**src/hw/rtl/sipdf_pkg.sv**
```systemverilog
// Shared types and constants for the SIP stream message deframer.
package sipdf_pkg;

  typedef enum logic [2:0] {
    PH_SEARCH     = 3'd0,
    PH_SKIP_ONE   = 3'd1,
    PH_SEPARATORS = 3'd2,
    PH_DIGITS     = 3'd3,
    PH_TO_CR      = 3'd4,
    PH_BLANK      = 3'd5,
    PH_BODY       = 3'd6,
    PH_HALTED     = 3'd7
  } phase_e;

  typedef struct packed {
    logic msg_end;
    logic error;
  } flags_t;

  localparam logic [3:0] PatternLen = 4'd14;

  localparam logic [7:0] ChCr    = 8'h0D;
  localparam logic [7:0] ChLf    = 8'h0A;
  localparam logic [7:0] ChSpace = 8'h20;
  localparam logic [7:0] ChColon = 8'h3A;
  localparam logic [7:0] ChZero  = 8'h30;
  localparam logic [7:0] ChNine  = 8'h39;
  localparam logic [7:0] ChUpA   = 8'h41;
  localparam logic [7:0] ChUpZ   = 8'h5A;

  function automatic logic [7:0] header_char(input logic [3:0] idx);
    logic [7:0] c;
    case (idx)
      4'd0:    c = "c";
      4'd1:    c = "o";
      4'd2:    c = "n";
      4'd3:    c = "t";
      4'd4:    c = "e";
      4'd5:    c = "n";
      4'd6:    c = "t";
      4'd7:    c = "-";
      4'd8:    c = "l";
      4'd9:    c = "e";
      4'd10:   c = "n";
      4'd11:   c = "g";
      4'd12:   c = "t";
      4'd13:   c = "h";
      default: c = 8'h00;
    endcase
    return c;
  endfunction

  function automatic logic [7:0] fold_case(input logic [7:0] b);
    logic [7:0] r;
    r = b;
    if (b >= ChUpA && b <= ChUpZ) begin
      r = b + 8'd32;
    end
    return r;
  endfunction

endpackage

```
**src/hw/rtl/sipdf_core.sv**
```systemverilog
// Framing state machine: header match, length parse, blank line and body count.
module sipdf_core #(
  parameter int LENGTH_BITS = 24
) (
  input  logic            clk_i,
  input  logic            rst_ni,
  input  logic            en_i,
  input  logic [7:0]      byte_i,
  output sipdf_pkg::flags_t flags_o
);
  import sipdf_pkg::*;

  localparam int AccBits = LENGTH_BITS + 4;

  phase_e                 phase_q, phase_d;
  logic [3:0]             match_q, match_d;
  logic [LENGTH_BITS-1:0] len_q, len_d;
  logic [1:0]             prog_q, prog_d;
  logic [LENGTH_BITS-1:0] rem_q, rem_d;
  logic                   error_q, error_d;

  logic [7:0]       lc;
  logic [3:0]       pos;
  logic [3:0]       pos_next;
  logic [AccBits-1:0] acc;
  logic             is_digit;
  logic             overflow;
  logic             is_sep;
  logic             blank_end;
  logic             body_end;

  always_comb begin
    lc       = fold_case(byte_i);
    pos      = (match_q < PatternLen) ? match_q : 4'd0;
    pos_next = (lc == header_char(pos)) ? pos + 4'd1 :
               ((lc == header_char(4'd0)) ? 4'd1 : 4'd0);
    acc      = ({4'b0, len_q} << 3) + ({4'b0, len_q} << 1)
             + {{LENGTH_BITS{1'b0}}, byte_i[3:0]};
    is_digit = (byte_i >= ChZero) && (byte_i <= ChNine);
    overflow = |acc[AccBits-1:LENGTH_BITS];
    is_sep   = (phase_q == PH_SEPARATORS) && (byte_i == ChSpace || byte_i == ChColon);
    blank_end = (phase_q == PH_BLANK) && (byte_i == ChLf) && (prog_q == 2'd3);
    body_end  = (phase_q == PH_BODY) && (rem_q <= LENGTH_BITS'(1));
  end

  // Next state.
  always_comb begin
    phase_d = phase_q;
    match_d = match_q;
    len_d   = len_q;
    prog_d  = prog_q;
    rem_d   = rem_q;
    error_d = error_q;
    if (en_i) begin
      case (phase_q)
        PH_SEARCH: begin
          if (pos_next >= PatternLen) begin
            match_d = 4'd0;
            phase_d = PH_SKIP_ONE;
          end else begin
            match_d = pos_next;
          end
        end
        PH_SKIP_ONE: begin
          phase_d = PH_SEPARATORS;
        end
        PH_SEPARATORS, PH_DIGITS: begin
          if (!is_sep) begin
            if (byte_i == ChCr) begin
              prog_d  = 2'd1;
              phase_d = PH_BLANK;
            end else if (byte_i == ChSpace) begin
              phase_d = PH_TO_CR;
            end else if (is_digit && !overflow) begin
              len_d   = acc[LENGTH_BITS-1:0];
              phase_d = PH_DIGITS;
            end else begin
              error_d = 1'b1;
              phase_d = PH_HALTED;
            end
          end
        end
        PH_TO_CR: begin
          if (byte_i == ChCr) begin
            prog_d  = 2'd1;
            phase_d = PH_BLANK;
          end
        end
        PH_BLANK: begin
          if (byte_i == ChCr) begin
            prog_d = (prog_q == 2'd2) ? 2'd3 : 2'd1;
          end else if (byte_i == ChLf && prog_q == 2'd1) begin
            prog_d = 2'd2;
          end else if (blank_end) begin
            if (len_q == '0) begin
              phase_d = PH_SEARCH;
              match_d = 4'd0;
              len_d   = '0;
              prog_d  = 2'd0;
              rem_d   = '0;
            end else begin
              rem_d   = len_q;
              prog_d  = 2'd0;
              phase_d = PH_BODY;
            end
          end else begin
            prog_d = 2'd0;
          end
        end
        PH_BODY: begin
          if (body_end) begin
            phase_d = PH_SEARCH;
            match_d = 4'd0;
            len_d   = '0;
            prog_d  = 2'd0;
            rem_d   = '0;
          end else begin
            rem_d = rem_q - LENGTH_BITS'(1);
          end
        end
        default: begin
          phase_d = PH_HALTED;
        end
      endcase
    end
  end

  // Outputs.
  always_comb begin
    flags_o.msg_end = en_i && ((blank_end && (len_q == '0)) || body_end);
    flags_o.error   = error_d;
  end

  always_ff @(posedge clk_i or negedge rst_ni) begin
    if (!rst_ni) begin
      phase_q <= PH_SEARCH;
      match_q <= 4'd0;
      len_q   <= '0;
      prog_q  <= 2'd0;
      rem_q   <= '0;
      error_q <= 1'b0;
    end else begin
      phase_q <= phase_d;
      match_q <= match_d;
      len_q   <= len_d;
      prog_q  <= prog_d;
      rem_q   <= rem_d;
      error_q <= error_d;
    end
  end

  a_error_sticky: assert property (@(posedge clk_i) disable iff (!rst_ni)
    error_q |=> error_q) else $error("error flag cleared");

  a_halt_has_error: assert property (@(posedge clk_i) disable iff (!rst_ni)
    (phase_q == PH_HALTED) |-> error_q) else $error("halted without error");

  a_end_phase: assert property (@(posedge clk_i) disable iff (!rst_ni)
    flags_o.msg_end |=> (phase_q == PH_SEARCH && match_q == 4'd0 && rem_q == '0))
    else $error("message end did not restart framing");

  a_body_nonzero: assert property (@(posedge clk_i) disable iff (!rst_ni)
    (phase_q == PH_BODY) |-> (rem_q != '0)) else $error("empty body count");

endmodule

```
**src/hw/rtl/sip_stream_message_deframer.sv**
```systemverilog
// Top level: input register, framing core and output register with stall flow.
// An accepted byte passes the input register, the core and the output register.
// Throughput: one byte per cycle unless stalled; framing updates once per byte.
// Stall propagates through the input and output registers only.
// Reset (rst_ni low, asynchronous): both stages empty, framing restarts at the
// header search and the sticky error clears.
module sip_stream_message_deframer #(
  parameter int LENGTH_BITS = 24
) (
  input  logic       clk_i,
  input  logic       rst_ni,
  input  logic       valid_i,
  output logic       stall_o,
  input  logic [7:0] byte_in_i,
  output logic       valid_o,
  input  logic       stall_i,
  output logic [7:0] byte_out_o,
  output logic       message_end_o,
  output logic       frame_error_o
);
  import sipdf_pkg::*;

  logic       in_valid_q, in_valid_d;
  logic [7:0] in_byte_q;
  logic       out_valid_q, out_valid_d;
  logic [7:0] out_byte_q;
  logic       out_end_q;
  logic       out_err_q;
  logic       out_free;
  logic       fire;
  logic       accept;
  flags_t     flags;

  assign out_free = !out_valid_q || !stall_i;
  assign fire     = in_valid_q && out_free;
  assign stall_o  = in_valid_q && !out_free;
  assign accept   = valid_i && !stall_o;

  always_comb begin
    in_valid_d = in_valid_q;
    if (accept) begin
      in_valid_d = 1'b1;
    end else if (fire) begin
      in_valid_d = 1'b0;
    end
    out_valid_d = out_valid_q;
    if (fire) begin
      out_valid_d = 1'b1;
    end else if (out_free) begin
      out_valid_d = 1'b0;
    end
  end

  sipdf_core #(
    .LENGTH_BITS(LENGTH_BITS)
  ) u_core (
    .clk_i   (clk_i),
    .rst_ni  (rst_ni),
    .en_i    (fire),
    .byte_i  (in_byte_q),
    .flags_o (flags)
  );

  always_ff @(posedge clk_i or negedge rst_ni) begin
    if (!rst_ni) begin
      in_valid_q  <= 1'b0;
      out_valid_q <= 1'b0;
    end else begin
      in_valid_q  <= in_valid_d;
      out_valid_q <= out_valid_d;
    end
  end

  always_ff @(posedge clk_i) begin
    if (accept) begin
      in_byte_q <= byte_in_i;
    end
    if (fire) begin
      out_byte_q <= in_byte_q;
      out_end_q  <= flags.msg_end;
      out_err_q  <= flags.error;
    end
  end

  assign valid_o       = out_valid_q;
  assign byte_out_o    = out_byte_q;
  assign message_end_o = out_end_q;
  assign frame_error_o = out_err_q;

  a_stall_only_full: assert property (@(posedge clk_i) disable iff (!rst_ni)
    stall_o |-> (in_valid_q && out_valid_q && stall_i)) else $error("spurious stall");

  a_fire_loads_out: assert property (@(posedge clk_i) disable iff (!rst_ni)
    fire |=> out_valid_q) else $error("result lost");

  a_no_overwrite: assert property (@(posedge clk_i) disable iff (!rst_ni)
    (out_valid_q && stall_i) |-> !fire) else $error("held result overwritten");

endmodule

```
**config.mk**
```make
export PLATFORM = sky130hd
export DESIGN_NAME = sip_stream_message_deframer
export DESIGN_NICKNAME = d
export VERILOG_FILES = /design/src/hw/rtl/sipdf_pkg.sv /design/src/hw/rtl/sipdf_core.sv /design/src/hw/rtl/sip_stream_message_deframer.sv
export SDC_FILE = /design/constraint.sdc
export NUM_CORES = 1
export LEC_CHECK = 0
export BUFFER_PORTS_ARGS = -buffer_cell sky130_fd_sc_hd__buf_4
export CORE_MARGIN = 8
export CORE_UTILIZATION = 50
export CTS_CLUSTER_DIAMETER = 60
export DETAILED_ROUTE_END_ITERATION = 8
export MAX_ROUTING_LAYER = met4
export PLACE_DENSITY = 0.74
export SLEW_MARGIN = 15
export SYNTH_ARGS = -nofsm -noshare
export SYNTH_HDL_FRONTEND = slang
export SYNTH_HIERARCHICAL = 1
export SYNTH_SLANG_ARGS = --single-unit
```
**constraint.sdc**
```tcl
create_clock -name clk_i -period 10.2 [get_ports clk_i]
set_clock_uncertainty 0.2 [all_clocks]
set_input_delay 1.53 -clock clk_i [delete_from_list [all_inputs] [get_ports clk_i]]
set_output_delay 1.53 -clock clk_i [all_outputs]
set_load 0.1 [all_outputs]
```
# --- After elaboration in Yosys (flattened, before gate mapping) ---
# Memory sizes are Yosys's and may differ from the RTL's.
# Cells that the tools add are included.
word_totals:
  regBits: 78
  mem_count: 1
  romBits: 112
  input_bits: 12
  wordCells: 139
  output_inout_bits: 12
memory_table:
  columns: ["name", "depth", "word_bits", "rd", "rd_ports_with_merged_regs", "write_ports", "line_no", "text"]
  rows:
  - ["(no name shown)", 16, 7, 1, 0, 0, "sipdf_pkg.sv:33", "case (idx)"]
op_classes:
  n_lt_le_gt_ge: 7
  eq_ne: 26
  n_mux: 52
  addsub: 5
  reduce_logical: 36
op_table:
  columns: ["operator", "count"]
  rows:
  - ["24-bit 2-to-1 mux", 10]
  - ["24-bit case mux with 3 select lines", 1]
  - ["24-bit case mux with 2 select lines", 1]
  - ["3-bit 2-to-1 mux", 11]
  - ["4-bit 2-to-1 mux", 8]
  - ["27-bit by 25-bit adder with 28-bit output", 1]
  - ["28-bit by 4-bit adder with 28-bit output", 1]
  - ["24-bit by 1-bit less-or-equal comparator with 1-bit output, second input constant", 1]
  - ["24-bit zero test", 1]
  - ["24-bit by 1-bit subtractor with 24-bit output, second input constant", 1]
  - ["3-bit case mux with 6 select lines", 1]
  - ["8-bit by 4-bit equality test with 1-bit output, second input constant", 2]
  - ["8-bit by 6-bit equality test with 1-bit output, second input constant", 2]
  - ["1-bit logical AND", 13]
  - ["2-bit 2-to-1 mux", 6]
  - ["2-bit != test, second input constant", 6]
  - ["4-bit case mux with 3 select lines", 1]
  - ["1-bit 2-to-1 mux", 11]
  - ["2-bit by 1-bit != test with 1-bit output, second input constant", 5]
  - ["10-bit AND reduction", 1]
  - ["3-bit equality test, second input constant", 3]
  - ["8-bit by 6-bit adder with 8-bit output, second input constant", 1]
  - ["8-bit by 7-bit equality test with 1-bit output, second input constant", 1]
  - ["8-bit equality test", 1]
  - ["other kinds (25)", 36]

# --- Longest topological paths before layout ---
logic_depth:
  depth_word: 11
  mapped_depth: 14
  depth_no_buf: 13

# --- By module ---
# Netlist, hierarchy kept.
modules_own_cells:
  columns: ["mod", "area_per_inst_um2", "cells_each", "n_inst", "seq_area_each_um2"]
  rows:
  - ["sipdf_core", 5295.1, 644, 1, 1451.4]
  - ["sip_stream_message_deframer", 633.1, 26, 1, 590.6]

# --- Worst setup path after synthesis ---
# Ideal clock, no wire load.
synth_timing:
  path_kind: "in2reg"
  startpoint: "input stall_i"
  endpoint: "register u_core.len_q[6]"
  t_arrival_ns: 3.823
  path_stages: 7
  setup_ns: 0.121
  n_path_buf: 1
  slack_ns: 6.056
  t_required_ns: 9.879
  cell_sequence: "a21boi_0 -> o41ai_1 -> nor2_1 -> nand2_2 -> a221o_1 -> buf_6 -> a22o_1"
synth_via:
  elab_chain_cells: 4
synth_lines:
  columns: ["element", "line_no", "text"]
  rows:
  - ["start, declared", "sip_stream_message_deframer.sv:16", "input logic stall_i,"]
  - ["1-bit zero test", "sip_stream_message_deframer.sv:34", "assign out_free = !out_valid_q || !stall_i;"]
  - ["1-bit logical OR", "sip_stream_message_deframer.sv:34", null]
  - ["1-bit logical AND", "sip_stream_message_deframer.sv:35", "assign fire = in_valid_q && out_free;"]
  - ["10-bit AND reduction (no source line)", null, null]
  - ["end signal, assigned", "sipdf_core.sv:145", "len_q <= len_d;"]
  - ["end, declared", "sipdf_core.sv:17", "logic [LENGTH_BITS-1:0] len_q, len_d;"]
# Every way passes these cells.
# A chain may end at the register's enable or synchronous reset.

# --- Worst setup path in the final report ---
layout_timing:
  startpoint: "register in_byte_q[3]"
  endpoint: "register u_core.len_q[10]"
layout_via:
  elab_chain_cells: 6
layout_lines:
  columns: ["element", "line_no", "text"]
  rows:
  - ["start, declared", "sip_stream_message_deframer.sv:24", "logic [7:0] in_byte_q;"]
  - ["start signal, assigned", "sip_stream_message_deframer.sv:76", "in_byte_q <= byte_in_i;"]
  - ["28-bit by 4-bit adder with 28-bit output", "sipdf_core.sv:38", "+ {{LENGTH_BITS{1'b0}}, byte_i[3:0]};"]
  - ["4-bit OR reduction / 24-bit 2-to-1 mux (equally long branches)", "sipdf_core.sv:40, sipdf_core.sv:74", null]
  - ["1-bit zero test / 24-bit 2-to-1 mux (equally long branches)", "sipdf_core.sv:74, sipdf_core.sv:72", null]
  - ["1-bit logical AND / 24-bit 2-to-1 mux (equally long branches)", "sipdf_core.sv:74, sipdf_core.sv:69", null]
  - ["2-bit by 1-bit != test with 1-bit output (no source line) / 24-bit 2-to-1 mux (equally long branches)", null, null]
  - ["10-bit AND reduction (no source line) / 24-bit case mux with 3 select lines (equally long branches)", null, null]
# Parallel ways exist; a longest one is shown, timed or not. The select of a mux whose other input is x is not followed.

==> impl_results.md <==
- Worst-path clk slew: 0.07 ns
- Leakage Power: 2.977 nW
- Site Rows: 39
- Die boundary height: 124.9 um
- Post-synthesis cell type count: 75
- Share of layout cells above drive strength 1: 0.09601
- Die Footprint: 15600 sq um
- Fin crit share: 0.4667
- RD Place Congestion: 0.9330
- Crit path buffers/inverters: 3
- Top_reg_cell synth: dfrtp_1
- Final WL: 14580 um
- Mapped cell area: 5928 sq um
- Post-synth EDFFs: 18
- Hold buffer count at cts: 0
- RSZ-0062 raised after global routing: false
- Starting Density: 0.5148
- Gate Count Post-Synth: 670
- CP max stage cell: o2111ai_2
- Critical Path End Type: register
- Clock Path Buffers: 2
- Final Max Slew Viols: 0
- DIE WIDTH: 124.9 um
- Post-CTS Setup Repair Bufs: 0
- Int Pwr: 511.2 uW
- Synth Area in Compound Gates: 0.2600
- Commonest cells post-synth: 61 x o21ai_0, 60 x dfrtp_1, 55 x ha_1
- First-pass GRT wire length: 24600 um
- Routed wire per std cell: 17.77 um
- I/O pins: 24
- Via/cell ratio: 6.310
- Crit path time final: 4.760 ns
- Critical Path Source Type: register
- CTS tree: yes
- Flops & latches, synth: 78
- Synth Area in XOR/XNOR: 0.04285
- Post-route ant nets: 0
- Multiplexer area fraction after synthesis: 0.003377
- DR pass1 iterations: 6
- Slew HR: 0.2340
- Sw Share: 0.2692
- Net switching component of the power: 188.3 uW
- Final Hold Slack: 0.2802 ns
- Setup-failing EPs final: 0
- DR iter-0 viols: 648
- Post-synthesis adder-cell area fraction: 0.1228
- Sequential power share: 0.474
- Min-delay worst type: reg -> reg
- CTS Sinks: 78
- Yosys warns: 6
- Vias in the first global route: 4896
- Post-DP HPWL: 10780 um
- Initial antenna violation count: 0
- Seq/Total Area, Yosys: 0.3444
- Pwr/cell area: 109.2 nW/um^2
- Synth Area in Simple Gates: 0.1779
- CP peak stage delay: 0.59 ns
- MaxCap Viol Count: 0
- Worst-skew pair later-pin latency: 0.34 ns
- Grt ovf: 0
- Most numerous cell in the Yosys netlist: o21ai_0
- Clock power share: 0.444
- Area of the core: 11520 sq um
- Critical path peak fanout: 25
- H-tree depth: 3
- Fmax: 210.1 MHz
- Peak supply drop: 0.05489 mV
- Tightest Pin Transition: 1.146 ns
- Status: complete, no violations
- Share of the synthesized area in the top cell type: 0.2533
- Vias: 5174
- Area leader, netlist: dfrtp_1
- Most area-consuming cells after synthesis: dfrtp_1 25%, ha_1 12%, edfxtp_1 9.1%
- Main combinational cell family by area after synthesis: compound AO/OA/AOI/OAI gates
- Family with the most delay on the worst path: compound AO/OA/AOI/OAI gates
- Final hold violation count: 0
- Root Buffer: clkbuf_16
- Number of antenna diodes: 0
- Remaining DRCs: 0
- Cell Chain, Critical Path: inv_1 -> fa_1 -> inv_1 -> fa_1 -> a211o_1 -> a211o_1 -> a211oi_2 -> o31ai_1 -> xor2_1 -> nor3_1 -> o2111ai_2 -> inv_2 -> a22o_2
- Setup TNS: 0 ns
- Worst setup path category: reg -> reg
- Mean post-synth cell area: 8.848 sq um
- Largest net degree at the start of global routing: 61
- Util after Layout: 0.5563
- CP arrival: 4.84 ns
- Logic pwr share: 0.082
- Post-CTS resize count: 0
- Port Buffer Count: 23
- GRT Util Overall: 0.1927
- Syn Nets: 739
- Asr flop ratio synth: 0.7692
- CTS Buf Count: 9
- Area Overhead vs Synth: 8.062%
- CP required: 10.28 ns
- Nets: 741
==> through the flow <==
step	std cells	instance area [sq um]	setup WS [ns]	power (mW)
after floorplan	670	5928	6.056	0.3757
after global placement	804	6115	5.722	0.3940
after detailed placement	804	6115	5.530	0.3953
after CTS	820	6406	5.490	0.7057
after global routing	820	6406	5.140	0.7227
final	820	6406	5.440	0.6995
==> area by class of cell <==
class | instances | area (sq um)
well taps | 143 | 178.9
inverters | 27 | 101.3
flip-flops and latches | 78 | 2042
multi-input cells | 531 | 3605
fillers | 1054 | 5110
clock inverters | 7 | 66.31
clock buffers | 9 | 225.2
repair buffers | 25 | 187.7
==> worst paths after layout <==
kind / from / end / slack (ns) / cells after the start
worst min-delay path: u_core/error_q / u_core/error_q / 0.28 / 1
max in group asynchronous: rst_ni / u_core/rem_q[2] / 8.22 / 1
worst max register to register: in_byte_q[3] / u_core/len_q[10] / 5.44 / 13
worst max-delay path: in_byte_q[3] / u_core/len_q[10] / 5.44 / 13
worst min register to register: u_core/error_q / u_core/error_q / 0.28 / 1
min in group asynchronous: rst_ni / u_core/rem_q[20] / 1.05 / 1
==> logic make-up (layout without fill, tap and decap cells) <==
family          after synthesis  count (layout)
compound gates              233             233
xor+xnor                     29              29
fa+ha+maj                    57              57
buf+inv                      61              68
flops                        78              78
mux                           2               2
simple gates                210             210
==> layer usage <==
metal  GRT usage  up-vias  part of all wire  routed length (um)
met5           -        -                 0                   0
met4     0.06160        0             0.016                 227
met3     0.02825       19             0.050                 723
met2      0.2935      171              0.46                6693
met1      0.2582     2474              0.48                6930
li1            -     2510                 -                   -
==> state kept, by name, summed over array words and instances (netlist names) <==
| signal | count |
|---|---|
| u_core/rem_q | 24 |
| u_core/phase_q | 3 |
| u_core/match_q | 4 |
| u_core/error_q | 1 |
| frame_error_o | 1 |
| in_byte_q | 8 |
| in_valid_q | 1 |
| byte_out_o | 8 |
| valid_o | 1 |
| message_end_o | 1 |
| u_core/prog_q | 2 |
| u_core/len_q | 24 |
==> cells in the final DEF, fill, tap and decap left out, types with 17 or more instances in the layout <==
cell type / n
o21ai_0: 61
inv_1: 26
nand3_1: 27
nor3_1: 18
xnor2_1: 21
nor2_1: 54
nand2_1: 44
buf_4: 25
ha_1: 55
a22oi_1: 19
a21oi_1: 52
a21o_1: 17
edfxtp_1: 18
dfrtp_1: 60
==> worst register-to-register path, cell delays in order (launching register included) <==
cell,delay (ns)
edfxtp_1,0.48
inv_1,0.15
fa_1,0.55
inv_1,0.07
fa_1,0.48
a211o_1,0.36
a211o_1,0.30
a211oi_2,0.31
o31ai_1,0.14
xor2_1,0.18
nor3_1,0.30
o2111ai_2,0.59
inv_2,0.42
a22o_2,0.19
==> power by group through the flow <==
stage	sequential, mW	combinational (mW)	clock [mW]
floorplan	0.358	0.0174	0
global placement	0.338	0.0565	0
detailed placement	0.338	0.0575	0
CTS	0.332	0.0578	0.316
global route	0.332	0.0609	0.329
finish	0.332	0.0573	0.310
(Power assumes the default switching activity.)
